--- src/design/ldc_pkg.sv ---
package ldc_pkg;

    // defaults for the top level parameters
    localparam int CODES_PER_LIST_DEF = 4;
    localparam int LEVEL_COUNT_DEF    = 8;

    localparam int CODE_W   = 32;
    localparam int ACTION_W = 3;
    localparam int CLICKS_W = 4;
    localparam int MODE_W   = 2;
    localparam int BRIGHT_W = 3;
    localparam int S_DATA_W = 40;
    localparam int M_DATA_W = 8;

    localparam logic [CLICKS_W-1:0] HOLD_CLICKS_FOR_PROGRAM = 4'd3;

    // event kinds
    localparam logic [ACTION_W-1:0] ACT_CODE       = 3'd0;
    localparam logic [ACTION_W-1:0] ACT_PLUS_CLICK = 3'd1;
    localparam logic [ACTION_W-1:0] ACT_MINUS_CLICK = 3'd2;
    localparam logic [ACTION_W-1:0] ACT_PLUS_HOLD  = 3'd3;
    localparam logic [ACTION_W-1:0] ACT_MINUS_HOLD = 3'd4;

    // operating modes
    localparam logic [MODE_W-1:0] MODE_LEARN_MINUS = 2'd0;
    localparam logic [MODE_W-1:0] MODE_LEARN_PLUS  = 2'd1;
    localparam logic [MODE_W-1:0] MODE_LEARN_ON    = 2'd2;
    localparam logic [MODE_W-1:0] MODE_WORK        = 2'd3;

    // which list a code matched
    localparam logic [1:0] MATCH_NONE   = 2'd0;
    localparam logic [1:0] MATCH_PLUS   = 2'd1;
    localparam logic [1:0] MATCH_MINUS  = 2'd2;
    localparam logic [1:0] MATCH_TOGGLE = 2'd3;

    typedef struct packed {
        logic load;
        logic scan;
        logic commit;
    } ldc_cmd_t;

    typedef struct packed {
        logic is_code;
        logic hit;
        logic last_slot;
        logic out_free;
    } ldc_sts_t;

endpackage

--- src/design/ldc_ctrl.sv ---
module ldc_ctrl (
    input  logic              aclk,
    input  logic              aresetn,
    input  logic              s_tvalid,
    output logic              s_tready,
    input  ldc_pkg::ldc_sts_t sts,
    output ldc_pkg::ldc_cmd_t cmd
);

    localparam logic [1:0] ST_IDLE   = 2'd0;
    localparam logic [1:0] ST_SCAN   = 2'd1;
    localparam logic [1:0] ST_COMMIT = 2'd2;

    logic [1:0] state_reg;
    logic [1:0] state_next;

    assign s_tready = (state_reg == ST_IDLE);

    always_comb begin
        state_next = state_reg;
        cmd        = '0;
        unique case (state_reg)
            ST_IDLE: begin
                cmd.load = s_tvalid;
                if (s_tvalid) begin
                    state_next = sts.is_code ? ST_SCAN : ST_COMMIT;
                end
            end
            ST_SCAN: begin
                cmd.scan = 1'b1;
                if (sts.hit || sts.last_slot) begin
                    state_next = ST_COMMIT;
                end
            end
            ST_COMMIT: begin
                // hold the update until the result register can take it
                cmd.commit = sts.out_free;
                if (sts.out_free) begin
                    state_next = ST_IDLE;
                end
            end
            default: begin
                state_next = ST_IDLE;
            end
        endcase
    end

    always_ff @(posedge aclk) begin
        if (!aresetn) begin
            state_reg <= ST_IDLE;
        end else begin
            state_reg <= state_next;
        end
    end

endmodule

--- src/design/ldc_dp.sv ---
module ldc_dp #(
    parameter int CODES_PER_LIST = ldc_pkg::CODES_PER_LIST_DEF,
    parameter int LEVEL_COUNT    = ldc_pkg::LEVEL_COUNT_DEF
) (
    input  logic                          aclk,
    input  logic                          aresetn,
    input  ldc_pkg::ldc_cmd_t             cmd,
    output ldc_pkg::ldc_sts_t             sts,
    input  logic [ldc_pkg::ACTION_W-1:0]  s_tuser,
    input  logic [ldc_pkg::S_DATA_W-1:0]  s_tdata,
    output logic                          m_tvalid,
    input  logic                          m_tready,
    output logic [ldc_pkg::M_DATA_W-1:0]  m_tdata
);

    localparam int SLOT_W = (CODES_PER_LIST > 1) ? $clog2(CODES_PER_LIST) : 1;
    localparam int LVL_W  = (LEVEL_COUNT > 2) ? $clog2(LEVEL_COUNT) : 1;
    localparam logic [SLOT_W-1:0] LAST_SLOT = SLOT_W'(CODES_PER_LIST - 1);
    localparam logic [LVL_W-1:0]  LVL_MAX   = LVL_W'(LEVEL_COUNT - 1);

    logic [ldc_pkg::CODE_W-1:0]   plus_reg   [CODES_PER_LIST];
    logic [ldc_pkg::CODE_W-1:0]   minus_reg  [CODES_PER_LIST];
    logic [ldc_pkg::CODE_W-1:0]   toggle_reg [CODES_PER_LIST];

    logic [ldc_pkg::ACTION_W-1:0] action_reg;
    logic [ldc_pkg::CODE_W-1:0]   code_reg;
    logic [ldc_pkg::CLICKS_W-1:0] clicks_reg;
    logic [SLOT_W-1:0]            slot_reg;
    logic [1:0]                   kind_reg;
    logic [1:0]                   kind_next;

    logic [LVL_W-1:0]             level_reg;
    logic [LVL_W-1:0]             level_next;
    logic [ldc_pkg::MODE_W-1:0]   mode_reg;
    logic [ldc_pkg::MODE_W-1:0]   mode_next;
    logic                         changed_reg;
    logic                         changed_next;

    logic                         m_tvalid_reg;
    logic [ldc_pkg::M_DATA_W-1:0] m_tdata_reg;

    logic                         work;
    logic                         hit_plus;
    logic                         hit_minus;
    logic                         hit_toggle;
    logic                         long_hold;
    logic                         learn_en;
    logic                         learned;
    logic                         save;
    logic [LVL_W-1:0]             level_up;
    logic [LVL_W-1:0]             level_down;
    logic [LVL_W+2:0]             level_wide;

    assign work       = (mode_reg == ldc_pkg::MODE_WORK);
    assign hit_plus   = (plus_reg[slot_reg] == code_reg);
    assign hit_minus  = (minus_reg[slot_reg] == code_reg);
    assign hit_toggle = (toggle_reg[slot_reg] == code_reg);
    assign long_hold  = (clicks_reg >= ldc_pkg::HOLD_CLICKS_FOR_PROGRAM);
    assign level_up   = (level_reg == LVL_MAX) ? level_reg : level_reg + 1'b1;
    assign level_down = (level_reg == '0) ? level_reg : level_reg - 1'b1;

    // slot check: work mode looks at all three lists, learning only the current one
    always_comb begin
        kind_next = ldc_pkg::MATCH_NONE;
        if (work) begin
            priority if (hit_plus) begin
                kind_next = ldc_pkg::MATCH_PLUS;
            end else if (hit_minus) begin
                kind_next = ldc_pkg::MATCH_MINUS;
            end else if (hit_toggle) begin
                kind_next = ldc_pkg::MATCH_TOGGLE;
            end else begin
                kind_next = ldc_pkg::MATCH_NONE;
            end
        end else begin
            priority if (mode_reg == ldc_pkg::MODE_LEARN_MINUS) begin
                if (hit_minus) kind_next = ldc_pkg::MATCH_MINUS;
            end else if (mode_reg == ldc_pkg::MODE_LEARN_PLUS) begin
                if (hit_plus) kind_next = ldc_pkg::MATCH_PLUS;
            end else begin
                if (hit_toggle) kind_next = ldc_pkg::MATCH_TOGGLE;
            end
        end
    end

    assign sts.is_code   = (s_tuser == ldc_pkg::ACT_CODE);
    assign sts.hit       = (kind_next != ldc_pkg::MATCH_NONE);
    assign sts.last_slot = (slot_reg == LAST_SLOT);
    assign sts.out_free  = !m_tvalid_reg || m_tready;

    // state update for the event
    always_comb begin
        level_next   = level_reg;
        mode_next    = mode_reg;
        changed_next = changed_reg;
        learn_en     = 1'b0;
        learned      = 1'b0;
        save         = 1'b0;
        if (work) begin
            unique case (action_reg)
                ldc_pkg::ACT_CODE: begin
                    unique case (kind_reg)
                        ldc_pkg::MATCH_PLUS:   level_next = level_up;
                        ldc_pkg::MATCH_MINUS:  level_next = level_down;
                        ldc_pkg::MATCH_TOGGLE: level_next = (level_reg != '0) ? '0 : LVL_MAX;
                        default:               level_next = level_reg;
                    endcase
                end
                ldc_pkg::ACT_PLUS_CLICK:  level_next = level_up;
                ldc_pkg::ACT_MINUS_CLICK: level_next = level_down;
                ldc_pkg::ACT_PLUS_HOLD:   level_next = LVL_MAX;
                ldc_pkg::ACT_MINUS_HOLD: begin
                    if (long_hold) begin
                        mode_next    = ldc_pkg::MODE_LEARN_MINUS;
                        changed_next = 1'b0;
                    end else begin
                        level_next = '0;
                    end
                end
                default: level_next = level_reg;
            endcase
        end else begin
            priority if (action_reg == ldc_pkg::ACT_CODE) begin
                learned = 1'b1;
                if (kind_reg == ldc_pkg::MATCH_NONE) begin
                    learn_en     = 1'b1;
                    changed_next = 1'b1;
                end
            end else if (action_reg == ldc_pkg::ACT_PLUS_CLICK) begin
                mode_next = (mode_reg == ldc_pkg::MODE_LEARN_ON) ?
                            ldc_pkg::MODE_LEARN_MINUS : mode_reg + 1'b1;
            end else if (action_reg == ldc_pkg::ACT_MINUS_HOLD && long_hold) begin
                save         = changed_reg;
                mode_next    = ldc_pkg::MODE_WORK;
                level_next   = LVL_MAX;
                changed_next = 1'b0;
            end else begin
                // other events are ignored while learning
                mode_next = mode_reg;
            end
        end
    end

    assign level_wide = {3'b000, level_next};

    always_ff @(posedge aclk) begin
        if (cmd.load) begin
            action_reg <= s_tuser;
            code_reg   <= s_tdata[31:0];
            clicks_reg <= s_tdata[35:32];
            slot_reg   <= '0;
            kind_reg   <= ldc_pkg::MATCH_NONE;
        end else if (cmd.scan) begin
            kind_reg <= kind_next;
            if (slot_reg != LAST_SLOT) begin
                slot_reg <= slot_reg + 1'b1;
            end
        end
        if (cmd.commit) begin
            m_tdata_reg <= {1'b0, save, learned, mode_next, level_wide[2:0]};
        end
    end

    always_ff @(posedge aclk) begin
        if (!aresetn) begin
            for (int k = 0; k < CODES_PER_LIST; k++) begin
                plus_reg[k]   <= '0;
                minus_reg[k]  <= '0;
                toggle_reg[k] <= '0;
            end
            level_reg    <= '0;
            mode_reg     <= ldc_pkg::MODE_WORK;
            changed_reg  <= 1'b0;
            m_tvalid_reg <= 1'b0;
        end else begin
            if (cmd.commit) begin
                level_reg    <= level_next;
                mode_reg     <= mode_next;
                changed_reg  <= changed_next;
                m_tvalid_reg <= 1'b1;
            end else if (m_tready) begin
                m_tvalid_reg <= 1'b0;
            end
            // new code goes to the front, oldest entry drops off the end
            if (cmd.commit && learn_en) begin
                for (int k = 0; k < CODES_PER_LIST; k++) begin
                    if (mode_reg == ldc_pkg::MODE_LEARN_MINUS) begin
                        minus_reg[k] <= (k == 0) ? code_reg : minus_reg[(k > 0) ? k - 1 : 0];
                    end else if (mode_reg == ldc_pkg::MODE_LEARN_PLUS) begin
                        plus_reg[k] <= (k == 0) ? code_reg : plus_reg[(k > 0) ? k - 1 : 0];
                    end else begin
                        toggle_reg[k] <= (k == 0) ? code_reg : toggle_reg[(k > 0) ? k - 1 : 0];
                    end
                end
            end
        end
    end

    assign m_tvalid = m_tvalid_reg;
    assign m_tdata  = m_tdata_reg;

    a_level_bound: assert property (@(posedge aclk) disable iff (!aresetn)
        level_reg <= LVL_MAX)
        else $error("level index above maximum");

    a_commit_shows: assert property (@(posedge aclk) disable iff (!aresetn)
        cmd.commit |=> m_tvalid_reg)
        else $error("committed event gave no result");

    a_save_in_work: assert property (@(posedge aclk) disable iff (!aresetn)
        m_tvalid_reg && m_tdata_reg[6] |-> m_tdata_reg[4:3] == ldc_pkg::MODE_WORK)
        else $error("save request outside work mode");

    a_learn_not_work: assert property (@(posedge aclk) disable iff (!aresetn)
        cmd.commit && learn_en |-> !work && action_reg == ldc_pkg::ACT_CODE)
        else $error("list written outside learning");

endmodule

--- src/design/learned_remote_dimmer_control.sv ---
// Remote/button dimmer control. One event per request on the s_ side gives exactly one
// result on the m_ side. A button event (or an unused kind) goes straight to the commit
// state, which holds until the output register is free; a remote code first passes the
// scan state, where the learned code lists (all three in work mode) are compared one slot
// per cycle and the scan stops at the first match or at the last slot.
// The result sits in an output register, so the next event is accepted while an earlier
// result still waits for m_tready. Code lists reset to all zeros, so code 0 matches the
// slots still at zero (plus list first) until learned codes push them out.
module learned_remote_dimmer_control #(
    parameter int CODES_PER_LIST = ldc_pkg::CODES_PER_LIST_DEF,
    parameter int LEVEL_COUNT    = ldc_pkg::LEVEL_COUNT_DEF
) (
    input  logic                          aclk,
    input  logic                          aresetn,
    input  logic                          s_tvalid,
    output logic                          s_tready,
    input  logic [ldc_pkg::S_DATA_W-1:0]  s_tdata,  // ir_code[31:0], hold_clicks[35:32]
    input  logic [ldc_pkg::ACTION_W-1:0]  s_tuser,  // action[2:0]
    output logic                          m_tvalid,
    input  logic                          m_tready,
    // brightness_index[2:0], mode_now[4:3], learned[5], save_request[6]
    output logic [ldc_pkg::M_DATA_W-1:0]  m_tdata
);

    ldc_pkg::ldc_cmd_t cmd;
    ldc_pkg::ldc_sts_t sts;

    ldc_ctrl u_ctrl (
        .aclk     (aclk),
        .aresetn  (aresetn),
        .s_tvalid (s_tvalid),
        .s_tready (s_tready),
        .sts      (sts),
        .cmd      (cmd)
    );

    ldc_dp #(
        .CODES_PER_LIST (CODES_PER_LIST),
        .LEVEL_COUNT    (LEVEL_COUNT)
    ) u_dp (
        .aclk     (aclk),
        .aresetn  (aresetn),
        .cmd      (cmd),
        .sts      (sts),
        .s_tuser  (s_tuser),
        .s_tdata  (s_tdata),
        .m_tvalid (m_tvalid),
        .m_tready (m_tready),
        .m_tdata  (m_tdata)
    );

endmodule
--- config.mk ---
export PLATFORM = sky130hd
export DESIGN_NAME = learned_remote_dimmer_control
export DESIGN_NICKNAME = d
export VERILOG_FILES = /design/src/design/ldc_pkg.sv /design/src/design/ldc_ctrl.sv /design/src/design/ldc_dp.sv /design/src/design/learned_remote_dimmer_control.sv
export SDC_FILE = /design/constraint.sdc
export NUM_CORES = 1
export LEC_CHECK = 0
export BUFFER_PORTS_ARGS = -buffer_cell sky130_fd_sc_hd__buf_4
export CAP_MARGIN = 10
export CORE_AREA = 2 2 215 217
export CTS_CLUSTER_SIZE = 16
export DETAILED_ROUTE_END_ITERATION = 7
export DIE_AREA = 0 0 217 219
export GPL_TIMING_DRIVEN = 0
export MAX_ROUTING_LAYER = met4
export PLACE_DENSITY = 0.58
export SLEW_MARGIN = 20
export SYNTH_ARGS = -nofsm -noshare
export SYNTH_HDL_FRONTEND = slang
export SYNTH_SLANG_ARGS = --single-unit
--- constraint.sdc ---
create_clock -name aclk -period 22.9 [get_ports aclk]
set_input_delay 2.29 -clock aclk [delete_from_list [all_inputs] [get_ports aclk]]
set_output_delay 2.29 -clock aclk [all_outputs]
set_load 0.02 [all_outputs]
==> run summary, run 1 <==
57 I/O pins were placed. The number of sinks driven by the clock tree came out at 445. The cell area after technology mapping came out at 20,100 sq um. The first global-routing pass estimated 76,400 microns of wire. The TritonCTS clock tree is done. The number of iterations in the first detailed-routing pass is 7. The die height came out at 219 microns.

The number of warnings printed during yosys synthesis came out at 0. The number of enable flip-flop cells after synthesis came out at 430. The later-pin clock latency in the skew report is 0.60 ns.

The H-tree level count is 2. Of all nets on the critical path, the largest fanout is 11. Once the clock tree was built, the resizer swapped 0 gates to a different size.

The library cell used most frequently in the layout, excluding fill and tap cells, is sky130_fd_sc_hd__edfxtp_1. The initial antenna violation count is 1. The net total in the final layout came out at 1,472. The global-route congestion overflow total is 0. The minimum clock period after layout is 4.59 ns. In this run the remaining antenna-violating nets after routing total 0. The routed wire length per instance is 25.0 microns. The number of endpoints with negative hold slack in the final report came out at 0. The total track usage is 23.0%. A synthesized cell averages 15.5 sq um. The count of standard-cell rows came out at 78.

STA classifies the critical path endpoint as a register. After synthesis, flip-flops and latches occupy 65.6% of the total area. Setup repair after global routing left no endpoint under its margin. The final estimated routing congestion in global placement came out at 0.849. The growth of design area from synthesis to finish is 15.3%. The total of buffers placed on input and output ports came out at 51. The average vias per placed instance came out at 5.55. The die outline area is 47,500 sq um. Once the clock tree was built, the setup fixing pass inserted 0 buffers. The type of the worst min-delay path is reg2reg. The number of violations of the max-capacitance limit came out at 0. The quantity of hold-fixing buffers added after cts is 0. For this design the static power due to leakage is 8.12 nW. The most used flip-flop cell after synthesis is sky130_fd_sc_hd__edfxtp_1. The placeable core region came out at 45,100 sq um. Once the floorplan was initialized, standard cells occupied 44.6% of the core. The synthesized flop and latch total came out at 445. The maximum resistive drop on vdd is 57.1 uV.

Summing all non-filler instances in the final layout gives an area of 23,200 sq um. The flow ran to the end, and the final reports show no timing, DRC or antenna violations. After routing, the total negative slack on setup checks comes to 0 ns. The clock-pin slew reported for the worst setup and hold paths after clock tree synthesis came out at 0.06 ns. The placed cell area came out at 21,700 sq um.

The most critical setup path has its startpoint at m_tready. Counting the buffers created by CTS gives 50. The required time at the worst-slack endpoint came out at 23.35 ns.

The via count of the first global-routing pass came to 11,300. The violation count after the first detailed-routing iteration came out at 1,391. In the layout the commonest cells are sky130_fd_sc_hd__edfxtp_1 (430), sky130_fd_sc_hd__and2_1 (385), sky130_fd_sc_hd__mux4_2 (95).

The power density over cell area is 78.3 nW/um^2. The transition at the pin with the smallest max-transition slack is 1.13 ns. In the routed design, unresolved DRC markers number 0. The number of slew-limit violations in the final report came out at 0. The share of the cycle needed by the critical path after routing is 20.0%. The post-synthesis net count is 1,352.

Derived from the worst setup path, the maximum achievable clock frequency is 218 MHz. Measured along the x axis, the die boundary spans 217 microns. Detailed placement finished with a half-perimeter wire length of 33,700 microns. In the synthesized netlist the async set-or-reset flop fraction comes to 0%.

Entering global routing, the biggest net connects 56 pins. The remaining max-slew budget at the tightest pin is 24.8%. CTS placed an instance of sky130_fd_sc_hd__clkbuf_16 at the clock tree root. The worst setup path category is in2reg. The worst setup path is launched from an input pin. The number of vias after detailed routing is 11,400.

The netlist uses 52 different library cells. The arrival time at the worst endpoint is 5.03 ns. The share of post-route cells with drive strength above 1 came out at 17.3%. The startpoint identified for the worst hold timing path is u_dp.level_reg[0]$_SDFFE_PN0P_. Counting every instance in the synthesized netlist gives 1,301. The worst clock skew is 0.0302 ns. Wires add up to 51,400 microns.

The final-report setup violation count is 0. The maximum clock path buffer count is 3.
## layer usage
layer / track usage, % / part of all wire [%] / vias up
met5: - / 0 / -
met4: 5.87 / 2.3 / 0
met3: 4.59 / 6.8 / 67
met2: 33.6 / 45 / 431
met1: 33.1 / 46 / 5925
li1: - / - / 4992
## worst max-delay path, cell delays in order
cell and delay, ns:
sky130_fd_sc_hd__buf_4 0.07, sky130_fd_sc_hd__nand2b_1 0.15, sky130_fd_sc_hd__nand2b_1 0.08, sky130_fd_sc_hd__clkbuf_1 0.27
sky130_fd_sc_hd__inv_2 0.30, sky130_fd_sc_hd__nand4_1 0.21, sky130_fd_sc_hd__nor2_1 0.21, sky130_fd_sc_hd__clkbuf_1 0.43
sky130_fd_sc_hd__clkbuf_1 0.75, sky130_fd_sc_hd__and2_1 0.24
## cells in the mapped netlist, types with 4 or more instances
library cell                 n  area (sq um)
sky130_fd_sc_hd__nor2_1     13          48.8
sky130_fd_sc_hd__and2_1    385          2410
sky130_fd_sc_hd__a21oi_1    11          55.1
sky130_fd_sc_hd__nor3_1      9          45.0
sky130_fd_sc_hd__xnor2_1    92           806
sky130_fd_sc_hd__a22o_1      5          43.8
sky130_fd_sc_hd__mux4_2     95          2140
sky130_fd_sc_hd__nand2_1    23          86.3
sky130_fd_sc_hd__o21ai_0     7          35.0
sky130_fd_sc_hd__nor4_1      6          37.5
sky130_fd_sc_hd__nand4_1    22           138
sky130_fd_sc_hd__buf_2       8          40.0
sky130_fd_sc_hd__buf_1      13          48.8
sky130_fd_sc_hd__nor2b_1     5          31.3
sky130_fd_sc_hd__buf_4       5          37.5
sky130_fd_sc_hd__xor2_1      6          52.6
sky130_fd_sc_hd__nand2b_1   10          62.6
sky130_fd_sc_hd__buf_6       6          67.6
sky130_fd_sc_hd__nand3_1     7          35.0
sky130_fd_sc_hd__inv_1       7          26.3
sky130_fd_sc_hd__dfxtp_1    15           300
sky130_fd_sc_hd__edfxtp_1  430         12900
sky130_fd_sc_hd__clkbuf_1   74           278
sky130_fd_sc_hd__ha_1        4          50.1
## kinds of logic after synthesis
kind of cell	count (synthesis)	synth area share (%)
simple gates	489	14.7
fa+ha+maj	4	0.249
other cells	1	0.0186
buf+inv	114	2.49
compound gates	51	1.82
flops	445	65.6
xor+xnor	98	4.26
mux	99	10.8
## final cells by class
type	count	area, sq um
clock buffer	64	1370
multi-input combinational	742	6450
antenna	1	2.50
timing repair buffer	68	823
sequential	445	13200
inverter	8	30.0
tap	600	751
fill	3847	21900
buffer	106	472
clock inverter	21	88.8
## metrics by stage
stage / utilization, % / hold slack [ns] / std cells / power [mW] / setup WS, ns
after floorplan: - / 0.461 / 1301 / 1.05 / 10.17
after global placement: 47.2 / 0.478 / 1952 / 1.10 / 5.69
after detailed placement: 48.2 / 0.490 / 1969 / 1.10 / 17.77
after CTS: 51.4 / 0.497 / 2054 / 1.83 / 18.38
after global routing: 51.4 / 0.534 / 2055 / 1.88 / 18.16
final: 51.4 / 0.490 / 2055 / 1.82 / 18.31
## report_power, final
part	switching, mW	total [mW]	leakage (nW)	internal [mW]
Sequential	0.0136	0.936	4.53	0.923
Combinational	0.0818	0.144	2.88	0.0622
Clock	0.321	0.737	0.709	0.416
Total	0.416	1.82	8.12	1.40
## final timing paths
check                                                           end  cells past startpoint  slack, ns
worst max-delay path            u_dp.toggle_reg[0][7]$_SDFFCE_PN0P_                     10      18.31
worst min-delay path                 u_dp.level_reg[0]$_SDFFE_PN0P_                      2       0.49
worst max register to register     u_ctrl.state_reg[1]$_SDFFE_PN0P_                      9      19.13
worst min register to register       u_dp.level_reg[0]$_SDFFE_PN0P_                      2       0.49
(Power assumes the default switching activity.)
==> inputs of run 2 (changes only) <==
--- a/config.mk
+++ b/config.mk
@@ -13,7 +13,7 @@
 export DIE_AREA = 0 0 217 219
 export GPL_TIMING_DRIVEN = 0
 export MAX_ROUTING_LAYER = met4
-export PLACE_DENSITY = 0.58
+export PLACE_DENSITY = 0.61
 export SLEW_MARGIN = 20
 export SYNTH_ARGS = -nofsm -noshare
 export SYNTH_HDL_FRONTEND = slang
==> constraint.sdc (replaced) <==
create_clock -name aclk -period 3.8 [get_ports aclk]
set_input_delay 0.38 -clock aclk [delete_from_list [all_inputs] [get_ports aclk]]
set_output_delay 0.38 -clock aclk [all_outputs]
set_load 0.02 [all_outputs]
==> run summary, run 2 (synthesis results as in run 1) <==
The total power is 11.3 mW. The worst clock skew is 0.0150 ns. The count of unresolved DRC violations after routing came out at 0. The die width came out at 217 microns. The slack of the worst reg-to-reg path is 0.16 ns. The power density over cell area came out at 479 nW/um^2. The congestion estimate from routability-driven global placement came to 0.858.

The initialized floorplan defines 78 standard-cell rows. Cells with a size suffix above 1 make up 17.6% of the layout. The family with the most delay on the worst path is simple AND/OR/NAND/NOR gates. The number of endpoints with negative hold slack in the final report is 0. During placement, the flow inserted port buffers numbering 51.

STA classifies the critical path startpoint as a register. Counting I/O delays and the setup requirement, the final critical path takes 3.64 ns. The global-route congestion overflow total came out at 0. Clock tree synthesis found a total of 445 sinks. The pre-antenna-repair detailed-routing pass consisted of 5 iterations. The later-pin clock latency in the skew report is 0.58 ns. The violation count after the first detailed-routing iteration is 1,266. Timing would allow up to 274 MHz. In the layout the commonest cells are sky130_fd_sc_hd__edfxtp_1 (430), sky130_fd_sc_hd__and2_1 (385), sky130_fd_sc_hd__mux4_2 (95). The first-pass GRT wire length is 76,400 microns. TritonCTS created 49 clock buffers.

The die outline area is 47,500 sq um. For this design the static power due to leakage is 8.32 nW. Across all setup checks in the final design, the least slack found is 0.155 ns. The cell area after layout is 23,700 sq um. TritonCTS built the clock tree. The number of vias after detailed routing is 11,600. The via count of the first global-routing pass is 11,500. The average vias per placed instance is 5.54. Setup repair after global routing left no endpoint under its margin.

The die height came out at 219 microns. The library cell used most frequently in the layout, excluding fill and tap cells, is sky130_fd_sc_hd__edfxtp_1. The number of buffers and inverters on the critical path came out at 2. The required time at the worst-slack endpoint is 4.32 ns. The share of the cycle needed by the critical path after routing came out at 95.9%. The critical path endpoint category is a register. The total track usage came out at 22.7%.

The detailed-route wire length came out at 50,900 microns. The number of violations of the max-capacitance limit is 0. The placed cell area is 21,700 sq um. The run finished with clean final reports. After clock tree synthesis, the clock-pin slew on the worst setup and hold paths is 0.06 ns. For this design, the slowest cell found on the critical path is sky130_fd_sc_hd__nor4_1.

The H-tree was split into 2 levels. The initial standard-cell utilization of the core is 44.6%. The growth of design area from synthesis to finish came out at 17.6%. The remaining max-slew budget at the tightest pin is 25.6%. In the final design database the tool counted 1,507 nets.

The routed wire length per instance came out at 24.4 microns. For the pin with the worst max-slew slack, the measured transition is 1.12 ns. The worst setup path category is reg2reg. The maximum clock path buffer count came out at 3. The number of slew-limit violations in the final report is 0. The arrival time at the worst endpoint came out at 4.17 ns. The type of the worst min-delay path is in2reg. The maximum number of pins on one net before global-route repair came out at 85. After clock tree synthesis, the setup repair step added 0 buffers. The signal on the critical path passes through buf_2, clkbuf_1, mux4_2, xnor2_1, nand4_1, nor4_1, nand3_1, nand2_1, o311a_1.

The count of pins on the block boundary came out at 57. The maximum fanout along the worst path came out at 10. The repair_antennas step left the layout with diodes totalling 0. The final-report setup violation count came out at 0. The delay of the slowest critical-path stage came out at 0.85 ns.

The number of routed nets with antenna violations is 0. The maximum resistive drop on vdd came out at 344 uV. The half-perimeter wire length after detailed placement is 33,100 microns.

The worst hold margin came out at 0.123 ns. Timing analysis after detailed placement gives a worst setup slack of -0.0510 ns. The initial antenna violation count is 1. The tree is rooted in a sky130_fd_sc_hd__clkbuf_16. The placeable core region came out at 45,100 sq um.
==> run 2: cell count changes in the layout (fill, tap and decap cells not counted), sizes merged <==
cell	before	now
clkinvlp	1	3
diode	1	0
dlygate4sd3	0	39
inv	8	9
buf	100	97
bufinv	0	6
clkinv	20	13
clkbuf	138	135
==> run 2: final cells by class <==
type | count | area (sq um)
Clock buffer | 61 | 1310
Clock inverter | 23 | 269
Fill cell | 3758 | 21400
Timing Repair Buffer | 104 | 1140
Buffer | 106 | 478
Inverter | 8 | 32.5
Tap cell | 600 | 751
Sequential cell | 445 | 13200
Multi-Input combinational cell | 742 | 6470
==> run 2: path summary, 6_finish.rpt <==
kind	endpoint	cells after the start	startpoint
setup reg to reg	u_ctrl.state_reg[1]$_SDFFE_PN0P_	9	register
setup / recovery	u_ctrl.state_reg[1]$_SDFFE_PN0P_	9	register
hold reg to reg	u_dp.level_reg[0]$_SDFFE_PN0P_	2	u_dp.level_reg[0]$_SDFFE_PN0P_
hold / removal	u_dp.m_tvalid$_SDFFE_PN0P_	2	aresetn
==> run 2: report_power, final <==
part           switching [mW]  internal [mW]
logic                   0.499          0.393
registers              0.0833           5.56
clock network            1.95           2.84
==> run 2: stage by stage <==
| stage | utilization (%) | TNS (ns) | instances |
|---|---|---|---|
| after detailed placement | 48.1 | -0.127 | 1966 |
| after global routing | 52.5 | 0 | 2089 |
| after CTS | 52.5 | 0 | 2089 |
| after global placement | 47.2 | -353.54 | 1952 |
| after floorplan | - | -4.93 | 1301 |
| final | 52.5 | 0 | 2089 |
==> run 2: routing by layer <==
metal / vias up / track usage [%] / routed length (microns)
met4: 0 / 4.20 / 710
met3: 53 / 3.88 / 3230
li1: 5057 / - / -
met5: - / - / 0
met2: 402 / 34.5 / 23700
met1: 6057 / 32.8 / 23300
==> run 2: worst reg2reg max path: stages (launching register included) <==
cell and delay, ns:
sky130_fd_sc_hd__dfxtp_1 0.31, sky130_fd_sc_hd__buf_2 0.16, sky130_fd_sc_hd__clkbuf_1 0.84, sky130_fd_sc_hd__mux4_2 0.45
sky130_fd_sc_hd__xnor2_1 0.36, sky130_fd_sc_hd__nand4_1 0.14, sky130_fd_sc_hd__nor4_1 0.85, sky130_fd_sc_hd__nand3_1 0.14
sky130_fd_sc_hd__nand2_1 0.17, sky130_fd_sc_hd__o311a_1 0.17
==> run 2: repair_timing <==
item / in CTS / in global routing
endpoints found under the hold margin: 39 / 0
gates cloned: 0 / 0
pin swaps: 0 / 0
endpoints found under the setup margin: 4 / 2
gates resized for setup: 1 / 3
hold buffers: 39 / 0
==> inputs of run 3 (changes only) <==
--- a/config.mk
+++ b/config.mk
@@ -7,10 +7,10 @@
 export LEC_CHECK = 0
 export BUFFER_PORTS_ARGS = -buffer_cell sky130_fd_sc_hd__buf_4
 export CAP_MARGIN = 10
-export CORE_AREA = 2 2 215 217
+export CORE_AREA = 2 2 256 182
 export CTS_CLUSTER_SIZE = 16
 export DETAILED_ROUTE_END_ITERATION = 7
-export DIE_AREA = 0 0 217 219
+export DIE_AREA = 0 0 258 184
 export GPL_TIMING_DRIVEN = 0
 export MAX_ROUTING_LAYER = met4
 export PLACE_DENSITY = 0.61
==> run summary, run 3 (synthesis results as in run 1) <==
The run finished with clean final reports. The post-route netlist has 16.6% of its cells at a drive strength greater than 1. The count of unresolved DRC violations after routing came out at 0. The maximum fanout along the worst path is 10. The core region is 44,800 sq um.

The initial standard-cell utilization of the core is 44.9%. In this run the horizontal extent of the chip is 258 microns. The highest achievable clock rate is 280 MHz. The later-pin clock latency in the skew report came out at 0.56 ns. The number of cells on the worst reg-to-reg path is 10. The arrival time at the worst endpoint came out at 4.08 ns.

The total clock buffers created by CTS came out at 45. The count of pins on the block boundary is 57. Data on the critical path is required at its endpoint by 4.31 ns. The global-route congestion overflow total is 0. The clock-pin slew reported for the worst setup and hold paths after clock tree synthesis is 0.06 ns. The post-CTS resize count came out at 0. The analysis attributes to cell leakage a power of 8.19 nW.

The tightest min-delay check is of the in2reg type. Across every metal layer, demand over resource in global routing totals 22.4%. Once the clock tree was built, the setup fixing pass inserted 0 buffers. The startpoint identified for the worst hold timing path is aresetn. The longest clock path from root to sink contains 3 buffers. The number of sinks driven by the clock tree is 445. The share of the cycle needed by the critical path after routing came out at 94.0%. The initial antenna violation count was 6.

Dividing the detail-routed via count by the number of cells gives 5.50. Setup repair after global routing left no endpoint under its margin. The number of violations of the max-capacitance limit is 0. The minimum clock period after layout is 3.57 ns. The worst clock skew is 0.0247 ns. The violation count after the first detailed-routing iteration came out at 1,332. CTS built an H-tree with a depth of 2. The number of iterations in the first detailed-routing pass came out at 5.

For flop-to-flop paths, the worst setup slack is 0.23 ns. The library cell used as clock root buffer is sky130_fd_sc_hd__clkbuf_16. Before CTS, the worst setup slack after placement is 0.306 ns.

The detailed-route wire length is 50,500 microns. The power density over cell area came out at 454 nW/um^2. VDD sags by at most 338 uV. The die height is 184 microns. The setup path with the least slack is of type reg2reg.

STA classifies the critical path startpoint as a register. The worst path meets setup with 0.227 ns of slack. The library cells used most frequently in the layout, excluding fill and tap cells, are sky130_fd_sc_hd__edfxtp_1 (430), sky130_fd_sc_hd__and2_1 (385), sky130_fd_sc_hd__mux4_2 (95). Following the worst setup path forward leads to its endpoint at u_ctrl.state_reg[1]$_SDFFE_PN0P_.

The most frequent standard cell in the layout excluding fill and tap cells is sky130_fd_sc_hd__edfxtp_1. The number of routed nets with antenna violations came out at 0. For this run, the number of standard cells in the final layout without fillers is 2,091. The post-placement cell count is 1,969. The count of standard-cell rows came out at 65. The fill cell total of the finished layout is 3,732. The endpoint of the most critical register-to-register path is u_ctrl.state_reg[1]$_SDFFE_PN0P_. The remaining max-slew budget at the tightest pin came out at 32.7%. The total of buffers placed on input and output ports is 51. The routed wire length per instance came out at 24.2 microns. The die outline area came out at 47,500 sq um. The final-report setup violation count is 0. Entering global routing, the biggest net connects 66 pins.

The number of endpoints with negative hold slack in the final report came out at 0. The growth of design area from synthesis to finish is 16.2%. The transition at the pin with the smallest max-transition slack came out at 1.01 ns. The via count of the first global-routing pass was 11,400. TritonCTS built the clock tree.

The net total in the final layout is 1,503. The HPWL after detailed placement is 33,100 microns. The number of vias after detailed routing is 11,500. The number of slew-limit violations in the final report is 0. The first-pass GRT wire length came out at 75,000 microns.

The congestion estimate from routability-driven global placement came to 0.863. The worst setup path is captured at a register.
[run 3: cell count changes in the layout (fill, tap and decap cells not counted), moves of 2 or more]
| cell | before | now |
|---|---|---|
| sky130_fd_sc_hd__clkinvlp_4 | 3 | 0 |
| sky130_fd_sc_hd__clkbuf_8 | 0 | 2 |
| sky130_fd_sc_hd__diode_2 | 0 | 3 |
| sky130_fd_sc_hd__clkbuf_1 | 81 | 90 |
| sky130_fd_sc_hd__clkbuf_16 | 51 | 45 |
| sky130_fd_sc_hd__clkinv_2 | 7 | 5 |
| sky130_fd_sc_hd__bufinv_16 | 6 | 0 |
| sky130_fd_sc_hd__inv_6 | 1 | 3 |
[run 3: critical path, stage by stage, from the launching register on]
cell and delay [ns]:
sky130_fd_sc_hd__dfxtp_1 0.31, sky130_fd_sc_hd__buf_2 0.16, sky130_fd_sc_hd__buf_2 0.32, sky130_fd_sc_hd__buf_2 0.49
sky130_fd_sc_hd__mux4_2 0.45, sky130_fd_sc_hd__xnor2_1 0.18, sky130_fd_sc_hd__nand4_1 0.28, sky130_fd_sc_hd__nor4_1 0.82
sky130_fd_sc_hd__nand3_1 0.14, sky130_fd_sc_hd__nand2_1 0.18, sky130_fd_sc_hd__o311a_1 0.18
[run 3: routing by layer]
layer | vias up | wire length [microns] | global-route usage [%] | share of wire, %
met2 | 436 | 22000 | 31.5 | 43
met3 | 63 | 4780 | 5.94 | 9.5
li1 | 5062 | - | - | -
met5 | - | 0 | - | 0
met4 | 0 | 950 | 5.25 | 1.9
met1 | 5949 | 22800 | 32.6 | 45
[run 3: worst min path at each step]
stage / endpoint / slack [ns] / cells past startpoint
final: u_dp.m_tvalid$_SDFFE_PN0P_ / 0.13 / 2
after global routing: u_dp.m_tvalid$_SDFFE_PN0P_ / 0.12 / 2
after floorplan: u_dp.level_reg[0]$_SDFFE_PN0P_ / 0.46 / 2
after CTS: u_dp.m_tvalid$_SDFFE_PN0P_ / 0.11 / 2
after global placement: u_dp.level_reg[0]$_SDFFE_PN0P_ / 0.48 / 2
after detailed placement: u_dp.level_reg[0]$_SDFFE_PN0P_ / 0.48 / 2
[run 3: per-stage QoR]
stage          util, %  setup TNS (ns)  area, sq um  power (mW)  hold slack (ns)
2_1_floorplan        -           -4.93        20200        6.26            0.461
3_3_place_gp      47.5         -348.77        21300        6.56            0.476
3_5_place_dp      48.4               0        21700        6.59            0.484
4_1_cts           52.2               0        23400        10.7            0.106
5_1_grt           52.2               0        23400        11.0            0.116
6_report          52.2               0        23400        10.6            0.127
[run 3: layout make-up]
cell class | count | area (sq um) | area share (%)
inverter | 8 | 32.5 | 0.139
buffer | 106 | 477 | 2.04
clock buffer | 65 | 1220 | 5.22
multi-input combinational | 742 | 6460 | 27.6
timing repair buffer | 104 | 1150 | 4.92
sequential | 445 | 13200 | 56.5
tap | 603 | 754 | 3.22
antenna | 3 | 7.51 | 0.0321
clock inverter | 15 | 77.6 | 0.332
[run 3: power by group]
part	internal (mW)	switching [mW]	leakage (nW)
logic	0.393	0.492	3.03
registers	5.56	0.0841	4.53
clock network	2.23	1.86	0.634
total	8.18	2.43	8.19
[run 3: timing repair]
item / 4_1_cts / 5_1_grt
endpoints found under the hold margin: 39 / 0
hold buffers: 39 / 0
endpoints found under the setup margin: 0 / 0
